===== src/mit_command_frame_packer_assert.svh =====
// Assertion macros shared by the command frame packer RTL.
// Expects clk and arst_n in the scope of each use.
`ifndef MIT_COMMAND_FRAME_PACKER_ASSERT_SVH
`define MIT_COMMAND_FRAME_PACKER_ASSERT_SVH

// Same-cycle implication, checked out of reset only.
`define MCFP_ASSERT_IMP(label, ante, cons, msg) \
	label: assert property (@(posedge clk) disable iff (!arst_n) (ante) |-> (cons)) \
		else $error(msg);

// Next-cycle implication, checked out of reset only.
`define MCFP_ASSERT_NXT(label, ante, cons, msg) \
	label: assert property (@(posedge clk) disable iff (!arst_n) (ante) |=> (cons)) \
		else $error(msg);

`endif


===== src/mcfp_pkg.sv =====
// Package for the command frame packer: widths, register indexes, reset values.
// No dependencies.
`default_nettype none
package mcfp_pkg;
	localparam int CMD_W   = 32;   // Q16.16 command word
	localparam int LIMIT_W = 31;   // configuration register width
	localparam int HW      = 47;   // half divisor width (limit << 16)
	localparam int AW      = 48;   // dividend operand width
	localparam int INDEX_W = 3;

	localparam logic [INDEX_W-1:0] REG_POSITION_LIMIT  = 3'd0;
	localparam logic [INDEX_W-1:0] REG_VELOCITY_LIMIT  = 3'd1;
	localparam logic [INDEX_W-1:0] REG_TORQUE_LIMIT    = 3'd2;
	localparam logic [INDEX_W-1:0] REG_STIFFNESS_LIMIT = 3'd3;
	localparam logic [INDEX_W-1:0] REG_DAMPING_LIMIT   = 3'd4;
	localparam logic [INDEX_W-1:0] REG_GEAR_RATIO      = 3'd5;
	localparam logic [INDEX_W-1:0] REG_REVERSE         = 3'd6;

	localparam logic [LIMIT_W-1:0] RST_POSITION_LIMIT  = 31'd819200;
	localparam logic [LIMIT_W-1:0] RST_VELOCITY_LIMIT  = 31'd1966080;
	localparam logic [LIMIT_W-1:0] RST_TORQUE_LIMIT    = 31'd655360;
	localparam logic [LIMIT_W-1:0] RST_STIFFNESS_LIMIT = 31'd32768000;
	localparam logic [LIMIT_W-1:0] RST_DAMPING_LIMIT   = 31'd327680;
	localparam logic [LIMIT_W-1:0] RST_GEAR_RATIO      = 31'd65536;
	localparam logic [LIMIT_W-1:0] UNITY_RATIO         = 31'd65536;
endpackage
`default_nettype wire


===== src/mcfp_div.sv =====
// Pipelined restoring divider: q = (a * (2^MB - 1) + h) / (2 * h), one bit a stage.
// Uses mcfp_pkg. QB + 1 register stages.
`default_nettype none
module mcfp_div #(
	parameter int QB = 16,
	parameter int MB = 16
) (
	input  wire logic                     clk,
	input  wire logic [QB:0]              en,
	input  wire logic [mcfp_pkg::AW-1:0]  a,
	input  wire logic [mcfp_pkg::HW-1:0]  h,
	output logic      [QB-1:0]            q
);
	localparam int NW = mcfp_pkg::HW + 2 + QB;

	logic [NW-1:0] rem_s [QB+1];
	logic [QB-1:0] quo_s [QB+1];

	// dividend scales by the field maximum 2^MB - 1; the quotient never exceeds it
	always_ff @(posedge clk) begin
		if (en[0]) begin
			rem_s[0] <= (NW'(a) << MB) - NW'(a) + NW'(h);
			quo_s[0] <= '0;
		end
	end

	for (genvar i = 1; i <= QB; i++) begin : g_bit
		localparam int B = QB - i;
		logic [NW-1:0] dsh;
		logic [QB-1:0] qset;
		always_comb begin
			dsh     = NW'(h) << (B + 1);
			qset    = quo_s[i-1];
			qset[B] = 1'b1;
		end
		always_ff @(posedge clk) begin
			if (en[i]) begin
				if (rem_s[i-1] >= dsh) begin
					rem_s[i] <= rem_s[i-1] - dsh;
					quo_s[i] <= qset;
				end else begin
					rem_s[i] <= rem_s[i-1];
					quo_s[i] <= quo_s[i-1];
				end
			end
		end
	end

	assign q = quo_s[QB];
endmodule
`default_nettype wire


===== config.mk =====
export PLATFORM = sky130hd
export DESIGN_NAME = mcfp_div
export DESIGN_NICKNAME = d
export VERILOG_FILES = /design/src/mit_command_frame_packer_assert.svh /design/src/mcfp_pkg.sv /design/src/mcfp_div.sv
export SDC_FILE = /design/constraint.sdc
export NUM_CORES = 2
export LEC_CHECK = 0
export BUFFER_PORTS_ARGS = -buffer_cell sky130_fd_sc_hd__buf_2
export CAP_MARGIN = 10
export CORE_ASPECT_RATIO = 1.1
export CORE_MARGIN = 3
export CORE_UTILIZATION = 38
export CTS_BUF_LIST = sky130_fd_sc_hd__clkbuf_16
export CTS_CLUSTER_SIZE = 10
export DETAILED_ROUTE_END_ITERATION = 7
export PLACE_DENSITY = 0.51
export SYNTH_ARGS = -nofsm -noshare
export SYNTH_HDL_FRONTEND = slang
export SYNTH_SLANG_ARGS = --single-unit

===== constraint.sdc =====
create_clock -name clk -period 10.33 [get_ports clk]
set_clock_uncertainty 0.15 [all_clocks]
set_input_delay 0 -clock clk [delete_from_list [all_inputs] [get_ports clk]]
set_output_delay 0 -clock clk [all_outputs]
set_load 0.02 [all_outputs]

# Yosys cells after proc, flatten, opt, wreduce, memory -nomap -nowiden
# Memory sizes are Yosys's and may differ from the RTL's.
# Cells that the tools add are included.
# W data, S select, Z words.
# totals
regBits,0
ram_bits,1377
output_inout_bits,16
word_cells,198
n_memories,2
# op_classes
n_addsub,18
order_cmp,16
muxes,130
n_bitwise,32
# memory_table
name,words,width,rd,rd_clocked_by_memory_dff,write_ports,line_no,source
rem_s,17,65,16,0,17,mcfp_div.sv:16,logic [NW-1:0] rem_s [QB+1];
quo_s,17,16,17,0,17,mcfp_div.sv:17,logic [QB-1:0] quo_s [QB+1];
# op_table
op,n
$mux W65,16
$mux W16,16
$mux W1,98
$add A65 B47 Y65,1
$ge A65 B48 Y1,1
$ge A65 B49 Y1,1
$ge A65 B50 Y1,1
$ge A65 B51 Y1,1
$ge A65 B52 Y1,1
$ge A65 B53 Y1,1
$ge A65 B54 Y1,1
$ge A65 B55 Y1,1
$ge A65 B56 Y1,1
$ge A65 B57 Y1,1
$ge A65 B58 Y1,1
$ge A65 B59 Y1,1
$ge A65 B60 Y1,1
$ge A65 B61 Y1,1
$ge A65 B62 Y1,1
$ge A65 B63 Y1,1
$sub A64 B48 Y65,1
$sub A65 B48 Y65,1
$sub A65 B49 Y65,1
$sub A65 B50 Y65,1
other kinds (14),45

# Depth between registers and ports, before layout
# An unclocked memory read counts as a cell.
# depth
word_depth,6
ltp_mapped,17
mapped_depth_nobuf,16

# Worst setup path after synthesis
# OpenSTA, ideal clock, no wires.
# synth_timing
kind,reg2reg
from,mem rem_s[2][17] in the netlist's numbering
to,"mem rem_s[3][44] in the netlist's numbering, data pin"
setup_time_ps,262
t_arrival_ps,3198
t_required_ps,9918
slack_ps,6720
path_stages_with_launch,14
path_cell_list,edfxtp_1 ha_1 a21oi_1 nor2b_1 or4_1 a211oi_2 nor2_1 a21bo_1 a21o_1 a221oi_2 o21a_1 buf_6 buf_4 mux2_1
# synth_lines
element,line_no
"start, declared",mcfp_div.sv:16

==> flow_summary.yaml <==
outcome:
  status: "completed"
timing:
  grt_setup_unrepaired: "false"
  worst_slew_pin_slew_ns: 1.307
  hold_viol_final: 0
  fin_ws_ns: 4.985
  finalCritPeriodShare: 0.5174
  whs_ns: 0.02865
  fin_crit_ns: 5.345
  slew_headroom: 0.1167
  finalSetupViolCount: 0
  fmax_mhz: 187.1
  finalMaxSlewViolations: 0
  setup_tns_ns: 0
place:
  postPlaceCellArea_um2: 96950
  portBuffers: 128
  dpl.cell_count: 13240
  dp_hpwl_um: 259000
  place_ws_ns: 4.825
  place_congestion: 0.9471
route:
  drt_iter0_markers: 6652
  wl_um: 335400
  ant_nets: 0
  vias_per_cell: 5.860
  vias: 79710
  wl_per_cell_um: 24.66
  route.detailed.drc: 0
  firstDrtPassIters: 7
die:
  rows: 189
  fp.dieArea_um2: 251000
  coreArea_um2: 242400
  die_w_um: 477.9
  ios: 129
  start_util: 0.3841
  die_h_um: 525.1
logic_synthesis:
  synth.area.top_cells: "edfxtp_1 38%, ha_1 11%, a21oi_1 6.0%, xnor2_1 4.2%, o21ai_0 4.2%"
  syn_nets: 11170
  yosysSeqAreaShare: 0.3793
  synthArstFlopShare: 0
  yosysTopAreaCell: "edfxtp_1"
  synth_most_common_cell: "edfxtp_1"
  yosysUniqueCellTypes: 112
  synthCells: 10180
  synth-edff-count: 1176
  synth_top_area_share: 0.3793
  ys_top_cells_by_count: "1176 x edfxtp_1, 1110 x a21oi_1, 1036 x nand2_1, 832 x ha_1, 785 x nor2_1"
  syn_area_um2: 93100
  synth_seq_cells: 1176
  ys.warnings.count: 0
  synth_flop_cell: "edfxtp_1"
  syn_avg_cell_area_um2: 9.143
finish:
  drive_gt1_frac: 0.06094
  synthToLayoutAreaGrowth_pct: 10.38
  nFillCells: 23730
  fin_cells: 13600
  fin_area_um2: 102800
  utilization: 0.4239
  nets: 11260
grt:
  grt-ovfl-total: 0
  grt_pass1_vias: 76420
  antenna_found_initial: 18
  grt_first_pass_wirelength_um: 489000
  grt_max_degree: 95
  grt_usage: 0.2567
clock_network:
  insertion_delay_ns: 0.81
  path_clk_slew_ns: 0.05
  cts_made_buffers: 152
  cts_tree: "yes"
  htreeDepth: 4
  clk_path_buf_depth: 3
  cts.sinks: 1176
  cts_setup_buffers: 0
  cts_root_buffer: "clkbuf_16"
setup_path:
  cp.arrival_ns: 5.74
  cp-end-kind: "flip-flop"
  critical_path_class: "input port to flip-flop"
  cp-start-kind: "input port"
  path_max_fanout: 5
  required_ns: 10.72
job:
  maxCapViolCount: 0
power_and_ir_drop:
  power_density_nw_per_um2: 310.9
  p_total_mw: 31.95
  p_leak_nw: 40.02
  ir_drop_v: 0.0001675
worst_hold_path:
  hp-class: "input port to flip-flop"
cells by family after synthesis:
logic type | count (synthesis) | synth area share
buffers and inverters | 842 | 0.03562
flip-flops | 1176 | 0.3793
multiplexers | 85 | 0.01009
AO/OA/AOI/OAI | 3332 | 0.2210
XOR/XNOR | 788 | 0.07413
adder cells (fa/ha/maj) | 879 | 0.1219
AND/OR/NAND/NOR | 3080 | 0.1579
area by class of cell:
cell class	instances	area, um2	share of cell area
Clock inverter	88	737.0	0.007172
Antenna cell	3	7.507	0.00007306
Clock buffer	155	3879	0.03775
Timing Repair Buffer	353	2653	0.02581
Sequential cell	1176	35310	0.3437
Tap cell	3247	4063	0.03954
Multi-Input combinational cell	8164	54540	0.5307
Inverter	418	1570	0.01528
worst max-delay path, stage by stage:
cell,delay (ns)
dlygate4sd3_1,0.54
buf_2,0.14
ha_1,0.27
dlygate4sd3_1,0.57
ha_1,0.37
dlygate4sd3_1,0.63
a21oi_1,0.10
a211oi_1,0.24
a22oi_1,0.20
a211oi_1,0.36
nor2b_1,0.18
o211ai_1,0.36
a221oi_1,0.20
o31a_1,0.33
o31ai_1,0.45
nor4_1,0.09
nand3b_1,0.16
dlygate4sd3_1,0.56
sequential cells by signal, indices dropped and copies added (netlist names):
name,count
rem_s,1040
quo_s,136
metal layers:
metal	vias up	global-route usage	share of wire
met3	573	0.04088	0.060
met1	38500	0.3211	0.42
met2	2573	0.4414	0.48
met4	4	0.1003	0.043
met5	-	0	0.000080
li1	38070	-	-
where the power goes:
part	total, mW	switching (mW)	internal [mW]
sequential	9.68	1.65	8.04
combinational	17.2	10.3	6.90
clock	5.02	2.12	2.90
total	31.9	14.1	17.8
worst paths after layout:
| path | from | endpoint | slack (ns) | cells past startpoint |
|---|---|---|---|---|
| setup reg to reg | rem_s[5][11] | rem_s[6][58] | 5.26 | 15 |
| hold / removal | h[44] | quo_s[16][0] | 0.03 | 6 |
| setup / recovery | h[7] | rem_s[0][58] | 4.98 | 18 |
| hold reg to reg | quo_s[14][15] | quo_s[15][15] | 0.26 | 0 |
cell usage in the layout, fill, tap and decap left out, types with 26 or more instances in the layout:
cell type	instances
nand3_1	171
o21a_1	92
a21o_1	481
clkinv_1	42
nand2b_1	108
nor3_1	160
inv_1	414
o21ai_0	781
o21bai_1	146
a21oi_1	1108
buf_2	117
a21boi_0	26
nor4_1	91
or2_2	35
and2_1	55
nor2b_1	95
o31ai_1	53
mux2_2	59
clkbuf_16	155
and3_1	73
dlygate4sd3_1	118
a31oi_1	91
a211o_1	26
nor4b_1	27
xnor2_1	448
or3_1	63
edfxtp_1	1176
xor2_1	340
buf_4	118
ha_1	832
nand4_1	230
fa_1	47
a211oi_1	87
nand2_1	1036
nor2_1	784
o211ai_1	59
o21ai_1	88
or4_1	36
what timing repair did:
| item | in CTS | in global routing |
|---|---|---|
| gates resized for setup | 0 | 0 |
| setup endpoints to repair | 0 | 0 |
| hold buffers | 118 | 0 |
| endpoints found under the hold margin | 1285 | 0 |
(Power assumes the default switching activity.)
