File: config.mk
export PLATFORM = sky130hd
export DESIGN_NAME = mcfp_gain_front
export DESIGN_NICKNAME = d
export VERILOG_FILES = /design/src/mit_command_frame_packer_assert.svh /design/src/mcfp_pkg.sv /design/src/mcfp_gain_front.sv
export SDC_FILE = /design/constraint.sdc
export NUM_CORES = 1
export LEC_CHECK = 0
export BUFFER_PORTS_ARGS = -buffer_cell sky130_fd_sc_hd__clkbuf_2
export CORE_UTILIZATION = 39
export CTS_BUF_LIST = sky130_fd_sc_hd__clkbuf_4 sky130_fd_sc_hd__clkbuf_8
export CTS_CLUSTER_DIAMETER = 150
export DETAILED_ROUTE_END_ITERATION = 8
export PLACE_DENSITY_LB_ADDON = 0.2
export SLEW_MARGIN = 20
export SYNTH_ARGS = -nofsm -noshare
export SYNTH_HDL_FRONTEND = slang
export SYNTH_SLANG_ARGS = --single-unit
export TNS_END_PERCENT = 50
File: constraint.sdc
create_clock -name clk -period 2.3 [get_ports clk]
set_input_delay 0.23 -clock clk [delete_from_list [all_inputs] [get_ports clk]]
set_output_delay 0.23 -clock clk [all_outputs]
set_load 0.005 [all_outputs]
File: src/mit_command_frame_packer_assert.svh
// Assertion macros shared by the command frame packer RTL.
// Expects clk and arst_n in the scope of each use.
`ifndef MIT_COMMAND_FRAME_PACKER_ASSERT_SVH
`define MIT_COMMAND_FRAME_PACKER_ASSERT_SVH

// Same-cycle implication, checked out of reset only.
`define MCFP_ASSERT_IMP(label, ante, cons, msg) \
	label: assert property (@(posedge clk) disable iff (!arst_n) (ante) |-> (cons)) \
		else $error(msg);

// Next-cycle implication, checked out of reset only.
`define MCFP_ASSERT_NXT(label, ante, cons, msg) \
	label: assert property (@(posedge clk) disable iff (!arst_n) (ante) |=> (cons)) \
		else $error(msg);

`endif

File: src/mcfp_pkg.sv
// Package for the command frame packer: widths, register indexes, reset values.
// No dependencies.
`default_nettype none
package mcfp_pkg;
	localparam int CMD_W   = 32;   // Q16.16 command word
	localparam int LIMIT_W = 31;   // configuration register width
	localparam int HW      = 47;   // half divisor width (limit << 16)
	localparam int AW      = 48;   // dividend operand width
	localparam int INDEX_W = 3;

	localparam logic [INDEX_W-1:0] REG_POSITION_LIMIT  = 3'd0;
	localparam logic [INDEX_W-1:0] REG_VELOCITY_LIMIT  = 3'd1;
	localparam logic [INDEX_W-1:0] REG_TORQUE_LIMIT    = 3'd2;
	localparam logic [INDEX_W-1:0] REG_STIFFNESS_LIMIT = 3'd3;
	localparam logic [INDEX_W-1:0] REG_DAMPING_LIMIT   = 3'd4;
	localparam logic [INDEX_W-1:0] REG_GEAR_RATIO      = 3'd5;
	localparam logic [INDEX_W-1:0] REG_REVERSE         = 3'd6;

	localparam logic [LIMIT_W-1:0] RST_POSITION_LIMIT  = 31'd819200;
	localparam logic [LIMIT_W-1:0] RST_VELOCITY_LIMIT  = 31'd1966080;
	localparam logic [LIMIT_W-1:0] RST_TORQUE_LIMIT    = 31'd655360;
	localparam logic [LIMIT_W-1:0] RST_STIFFNESS_LIMIT = 31'd32768000;
	localparam logic [LIMIT_W-1:0] RST_DAMPING_LIMIT   = 31'd327680;
	localparam logic [LIMIT_W-1:0] RST_GEAR_RATIO      = 31'd65536;
	localparam logic [LIMIT_W-1:0] UNITY_RATIO         = 31'd65536;
endpackage
`default_nettype wire

File: src/mcfp_gain_front.sv
// Front end for a gain lane: clamp to [0, limit] and double.
// Uses mcfp_pkg. Four register stages to match the signed lanes.
`default_nettype none
module mcfp_gain_front (
	input  wire logic                          clk,
	input  wire logic [3:0]                    en,
	input  wire logic [mcfp_pkg::CMD_W-1:0]    value,
	input  wire logic [mcfp_pkg::LIMIT_W-1:0]  limit,
	output logic      [mcfp_pkg::AW-1:0]       a,
	output logic      [mcfp_pkg::HW-1:0]       h
);
	logic [mcfp_pkg::LIMIT_W-1:0] g_s1, g_s2, g_s3;
	logic [mcfp_pkg::AW-1:0]      a_s4;

	assign h = mcfp_pkg::HW'(limit);
	assign a = a_s4;

	always_ff @(posedge clk) begin
		if (en[0]) begin
			// zero or negative gain maps to zero
			priority if (value[31] || value == '0) begin
				g_s1 <= '0;
			end else if (value[30:0] >= limit) begin
				g_s1 <= limit;
			end else begin
				g_s1 <= value[30:0];
			end
		end
		if (en[1]) begin
			g_s2 <= g_s1;
		end
		if (en[2]) begin
			g_s3 <= g_s2;
		end
		if (en[3]) begin
			a_s4 <= {16'b0, g_s3, 1'b0};
		end
	end
endmodule
`default_nettype wire

[Yosys cells after proc, flatten, opt, wreduce, memory -nomap -nowiden]
Index checks and enable logic that the tools add are counted.
Storage, ports and cells
  flip-flop bits (word level): 124
  bits of input ports: 68
  logic and storage cells: 8
Cells by class
  order comparisons: 1
  multiplexer cells: 1
  reduce and logical (&&, ||, !) cells: 2
Operators with widths (number)
  zero test 32 bit: 1
  >= comparator 31 bit: 1
  2-to-1 mux 31 bit: 1
  logical OR 1 bit: 1

[Depth between registers and ports, before layout]
  depth after elaboration: 2
  mapped depth: 9

[Least setup slack after synthesis]
OpenSTA, ideal clock, no wires.
  path kind: input to register
  start: input limit[22] in the netlist's numbering
  end: register g_s1[0] in the netlist's numbering, data pin
  library setup time: 0.258 ns
  data arrival time: 1.665 ns
  required time: 2.042 ns
  path slack: 0.378 ns
  stages on the path: 9
  path buffers: 1
  cells stage by stage: inv_1 > ha_1 > a21oi_1 > o21ai_1 > a221oi_1 > o211ai_2 > a21oi_4 > buf_12 > mux2i_1
Between the ends
  longest elaborated chain between the ends: 2
RTL lines
  start: declaration: line mcfp_gain_front.sv:8  | input wire logic [mcfp_pkg::LIMIT_W-1:0] limit,
  >= comparator 31 bit: line mcfp_gain_front.sv:23  | end else if (value[30:0] >= limit) begin
  2-to-1 mux 31 bit: line mcfp_gain_front.sv:23
  end signal: assignment: line mcfp_gain_front.sv:24  | g_s1 <= limit;
  end signal: assignment: line mcfp_gain_front.sv:26  | g_s1 <= value[30:0];
  end: declaration: line mcfp_gain_front.sv:12  | logic [mcfp_pkg::LIMIT_W-1:0] g_s1, g_s2, g_s3;
No other way between the ends.
A chain may end at the register's enable or synchronous reset.

[Worst setup path in the final report]
  start: input value[14] in the netlist's numbering
  end: register g_s1[10] in the netlist's numbering, data pin
Between the ends
  longest elaborated chain between the ends: 2
RTL lines
  start: declaration: line mcfp_gain_front.sv:7  | input wire logic [mcfp_pkg::CMD_W-1:0] value,
  >= comparator 31 bit / zero test 32 bit (equally long branches): line mcfp_gain_front.sv:23, mcfp_gain_front.sv:21
  2-to-1 mux 31 bit / logical OR 1 bit (equally long branches): line mcfp_gain_front.sv:23, mcfp_gain_front.sv:21
Parallel ways exist; a longest one is shown, timed or not.

==> PnR_summary.wiki <==
{| class="wikitable"
! Metric !! Value
|-
| Outcome || complete, no violations
|-
| Post-Layout Inst Area || 0.00661 mm²
|-
| Post-synthesis sequential element count || 124
|-
| 1st-iter DRT viols || 188
|-
| Crit Reg-Reg Endpoint || g_s2[16]
|-
| Cell count of the worst hold path || 3
|-
| Number of top-level design ports || 163
|-
| Final period util || 85.2%
|-
| Cell type contributing the most total cell area after synthesis || edfxtp_1
|-
| Number of cells produced by synthesis || 413
|-
| Post-route DRC violation count || 0
|-
| TritonCTS clock tree || yes
|-
| Utilization of the core after routing || 46.9%
|-
| Dominant combinational cell family by area after synthesis || buffers and inverters
|-
| Worst setup path startpoint || value[14]
|-
| Filler Cells Inserted || 1,310
|-
| Max-Slew Margin vs Limit || 48.4%
|-
| Post-cts sizing count || 0
|-
| Count of hold-fix buffers inserted at cts || 0
|-
| Kind of critical path || in -> reg
|-
| Master of the slowest instance on the critical path || nor4_1
|-
| Insertion delay of the later-clocked pin in the worst-skew pair || 410 ps
|-
| Worst slack on hold paths || 197 ps
|-
| Final setup violation count || 0
|-
| Synthesis Warnings || 0
|-
| Cell with the most instances after synthesis || edfxtp_1
|-
| Number of maximum-capacitance violations || 0
|-
| Syn Area/Cell || 13.9 µm²
|-
| Average wire length per cell after detail routing || 13.1 µm
|-
| Diodes inserted || 0
|-
| Detailed Route WL || 9410 µm
|-
| TritonRoute pass-1 iters || 4
|-
| Reported leakage power || 2.94 nW
|-
| Post-Place Worst Slack || -128 ps
|-
| Share of the synthesized area in the top cell type || 65.0%
|-
| Setup slack of the worst register-to-register path || 1610 ps
|-
| Number of H-tree levels || 4
|-
| Number of placement rows || 43
|-
| Share of synthesized flip-flops with an asynchronous set or reset || 0%
|-
| Reg-to-Reg Start || g_s1[16]
|-
| Post-Synthesis Cell Area || 0.00573 mm²
|-
| Share of post-route cells with drive strength above 1 || 31.7%
|-
| Aggregate negative setup slack || 0 ps
|-
| Number of CTS-inserted buffers || 17
|-
| RSZ-0062 raised after global routing || false
|-
| Die span in y || 123 µm
|-
| Sinks on the clock net || 124
|-
| Slew at the pin with the worst max-slew slack || 774 ps
|-
| Sequential cell area fraction in the yosys report || 65.0%
|-
| Grt total ovfl || 0
|-
| Wire length of the first global-routing pass || 14,900 µm
|-
| Final hold violation count || 0
|-
| Skew final || 6.79 ps
|-
| Clock-pin transition on the worst setup and hold timing paths || 70 ps
|-
| Top cells by count, synth || edfxtp_1 (124), nand2_1 (68), buf_4 (64)
|-
| Final Power || 5.11 mW
|-
| Area fraction in and, or, nand and nor cells after synthesis || 7.97%
|-
| Deepest clock path buffer count || 2
|-
| Endpoint type of the worst setup path || flop
|-
| CP required || 2450 ps
|-
| Number of I/O port buffers || 129
|-
| Startpoint class of the critical path || input port
|-
| Syn-to-layout area delta || 15.4%
|-
| Area inside the core boundary || 0.0141 mm²
|-
| Xor/xnor share of the synthesized area || 0%
|-
| Weighted congestion reported at the end of routability-driven placement || 0.793
|-
| Crit path DAT || 2110 ps
|-
| Type of the most critical hold path || in -> reg
|-
| Power per Cell Area || 772 mW/mm²
|-
| R2R cell count || 0
|-
| Ranking of synthesized cells by area || edfxtp_1 (65%), buf_4 (8.4%), ha_1 (6.8%)
|-
| Worst path setup slack after routing || 341 ps
|-
| Area of the die || 0.0152 mm²
|-
| Share of synthesized cell area in full adder, half adder and majority cells || 6.77%
|-
| Number of enable-type register cells in the synthesized netlist || 124
|-
| Width of the die || 123 µm
|-
| FMAX || 510 MHz
|-
| Share of cell area taken by muxes after synthesis || 5.41%
|-
| Crit-path max cell delay || 530 ps
|-
| All-Layer GR Usage || 13.2%
|-
| Number of max-slew violations in the final report || 0
|-
| Nets@finish || 622
|-
| Compound-gate portion of the synthesized area || 2.84%
|-
| Via Count || 3,107
|-
| Critical-path cell list || clkbuf_2 -> ha_1 -> nand4_1 -> nor4_1 -> a211oi_1 -> o211ai_2 -> a21oi_4 -> buf_12 -> mux2i_1
|-
| Post-CTS Setup Bufs || 0
|-
| Final critical-path required period || 1960 ps
|-
| Finished Layout Cells || 716
|-
| Detailed placement HPWL || 7220 µm
|-
| Vias per cell || 4.34
|-
| Most used flip-flop cell after synthesis || edfxtp_1
|-
| Post-detailed-route count of antenna-violating nets || 0
|-
| Maximum number of pins on one net before global-route repair || 63
|-
| Initial antenna violation count || 0
|-
| Starting utilization of the core area || 40.7%
|-
| Critical path fanouts, max || 31
|-
| Worst supply voltage drop on vdd || 0.355 mV
|-
| Placement-stage cell area || 0.00621 mm²
|-
| Root Buffer || clkbuf_8
|-
| Number of unique standard cell types used by synthesis || 27
|-
| Launch instance of the worst min-delay path || limit[1]
|-
| Via count of the first global-routing pass || 2,983
|-
| Total instance count after detailed placement || 684
|-
| Hold-critical path endpoint || g_s1[1]
|}
[layout make-up]
| cell class | instances | area [µm²] | share of cell area (%) |
|---|---|---|---|
| multi-input cells | 215 | 1450 | 21.9 |
| repair buffers | 132 | 693 | 10.5 |
| clock buffers | 19 | 249 | 3.76 |
| flip-flops and latches | 124 | 3720 | 56.3 |
| clock inverters | 13 | 150 | 2.27 |
| well taps | 180 | 225 | 3.41 |
| inverters | 33 | 124 | 1.87 |
[how the worst max path moves through the flow]
stage / cells past startpoint / to / slack [ps]
floorplan: 9 / g_s1[0] / 380
global placement: 9 / g_s1[23] / -90
detailed placement: 9 / g_s1[30] / -130
CTS: 9 / g_s1[10] / 330
global route: 9 / g_s1[14] / 240
finish: 9 / g_s1[10] / 340
[flip-flops by register name, indices dropped and copies added, names as in the netlist]
signal  flops
g_s2       31
a          31
g_s3       31
g_s1       31
[power by group]
group | total, mW | switching, mW | internal, mW
registers | 2.75 | 0.0457 | 2.71
clock network | 1.85 | 0.773 | 1.08
logic | 0.502 | 0.294 | 0.208
total | 5.11 | 1.11 | 3.99
[worst max-delay path: cells and delay by family]
family	cells	cell delay, ps
buffers and inverters	2	330
AO/OA/AOI/OAI	3	340
adder cells (fa/ha/maj)	1	340
AND/OR/NAND/NOR	2	710
multiplexers	1	150
[cells in the final DEF (no fill, tap or decap), types with 2 or more instances in the layout]
cell / synthesis / layout
edfxtp_1: 124 / 124
clkbuf_8: 0 / 17
nor2_1: 3 / 2
clkbuf_4: 0 / 2
buf_12: 3 / 2
a21oi_1: 11 / 11
o21ai_1: 2 / 2
nand2_1: 68 / 68
o21ai_0: 2 / 2
bufinv_16: 0 / 3
clkinv_2: 0 / 2
mux2i_1: 31 / 31
ha_1: 31 / 31
clkinvlp_4: 0 / 4
inv_1: 33 / 33
clkinv_1: 0 / 3
nand3_1: 4 / 4
nor3_1: 2 / 2
nand4_1: 6 / 6
clkbuf_2: 0 / 129
nor4_1: 9 / 9
conb_1: 1 / 33
a211oi_1: 2 / 2
nand4_2: 3 / 3
[logic make-up after synthesis]
| kind of cell | after synthesis |
|---|---|
| fa+ha+maj | 31 |
| other cells | 1 |
| simple gates | 97 |
| mux | 31 |
| flops | 124 |
| buf+inv | 106 |
| compound gates | 23 |
[routing by layer]
metal / global-route usage, % / up-vias / wire length, µm
li1: - / 1610 / -
met1: 17.9 / 1362 / 4620
met2: 19.1 / 127 / 4050
met3: 4.01 / 8 / 558
met4: 6.70 / 0 / 178
met5: 0 / - / 0
Note: power is estimated with default switching activity, not from simulation.
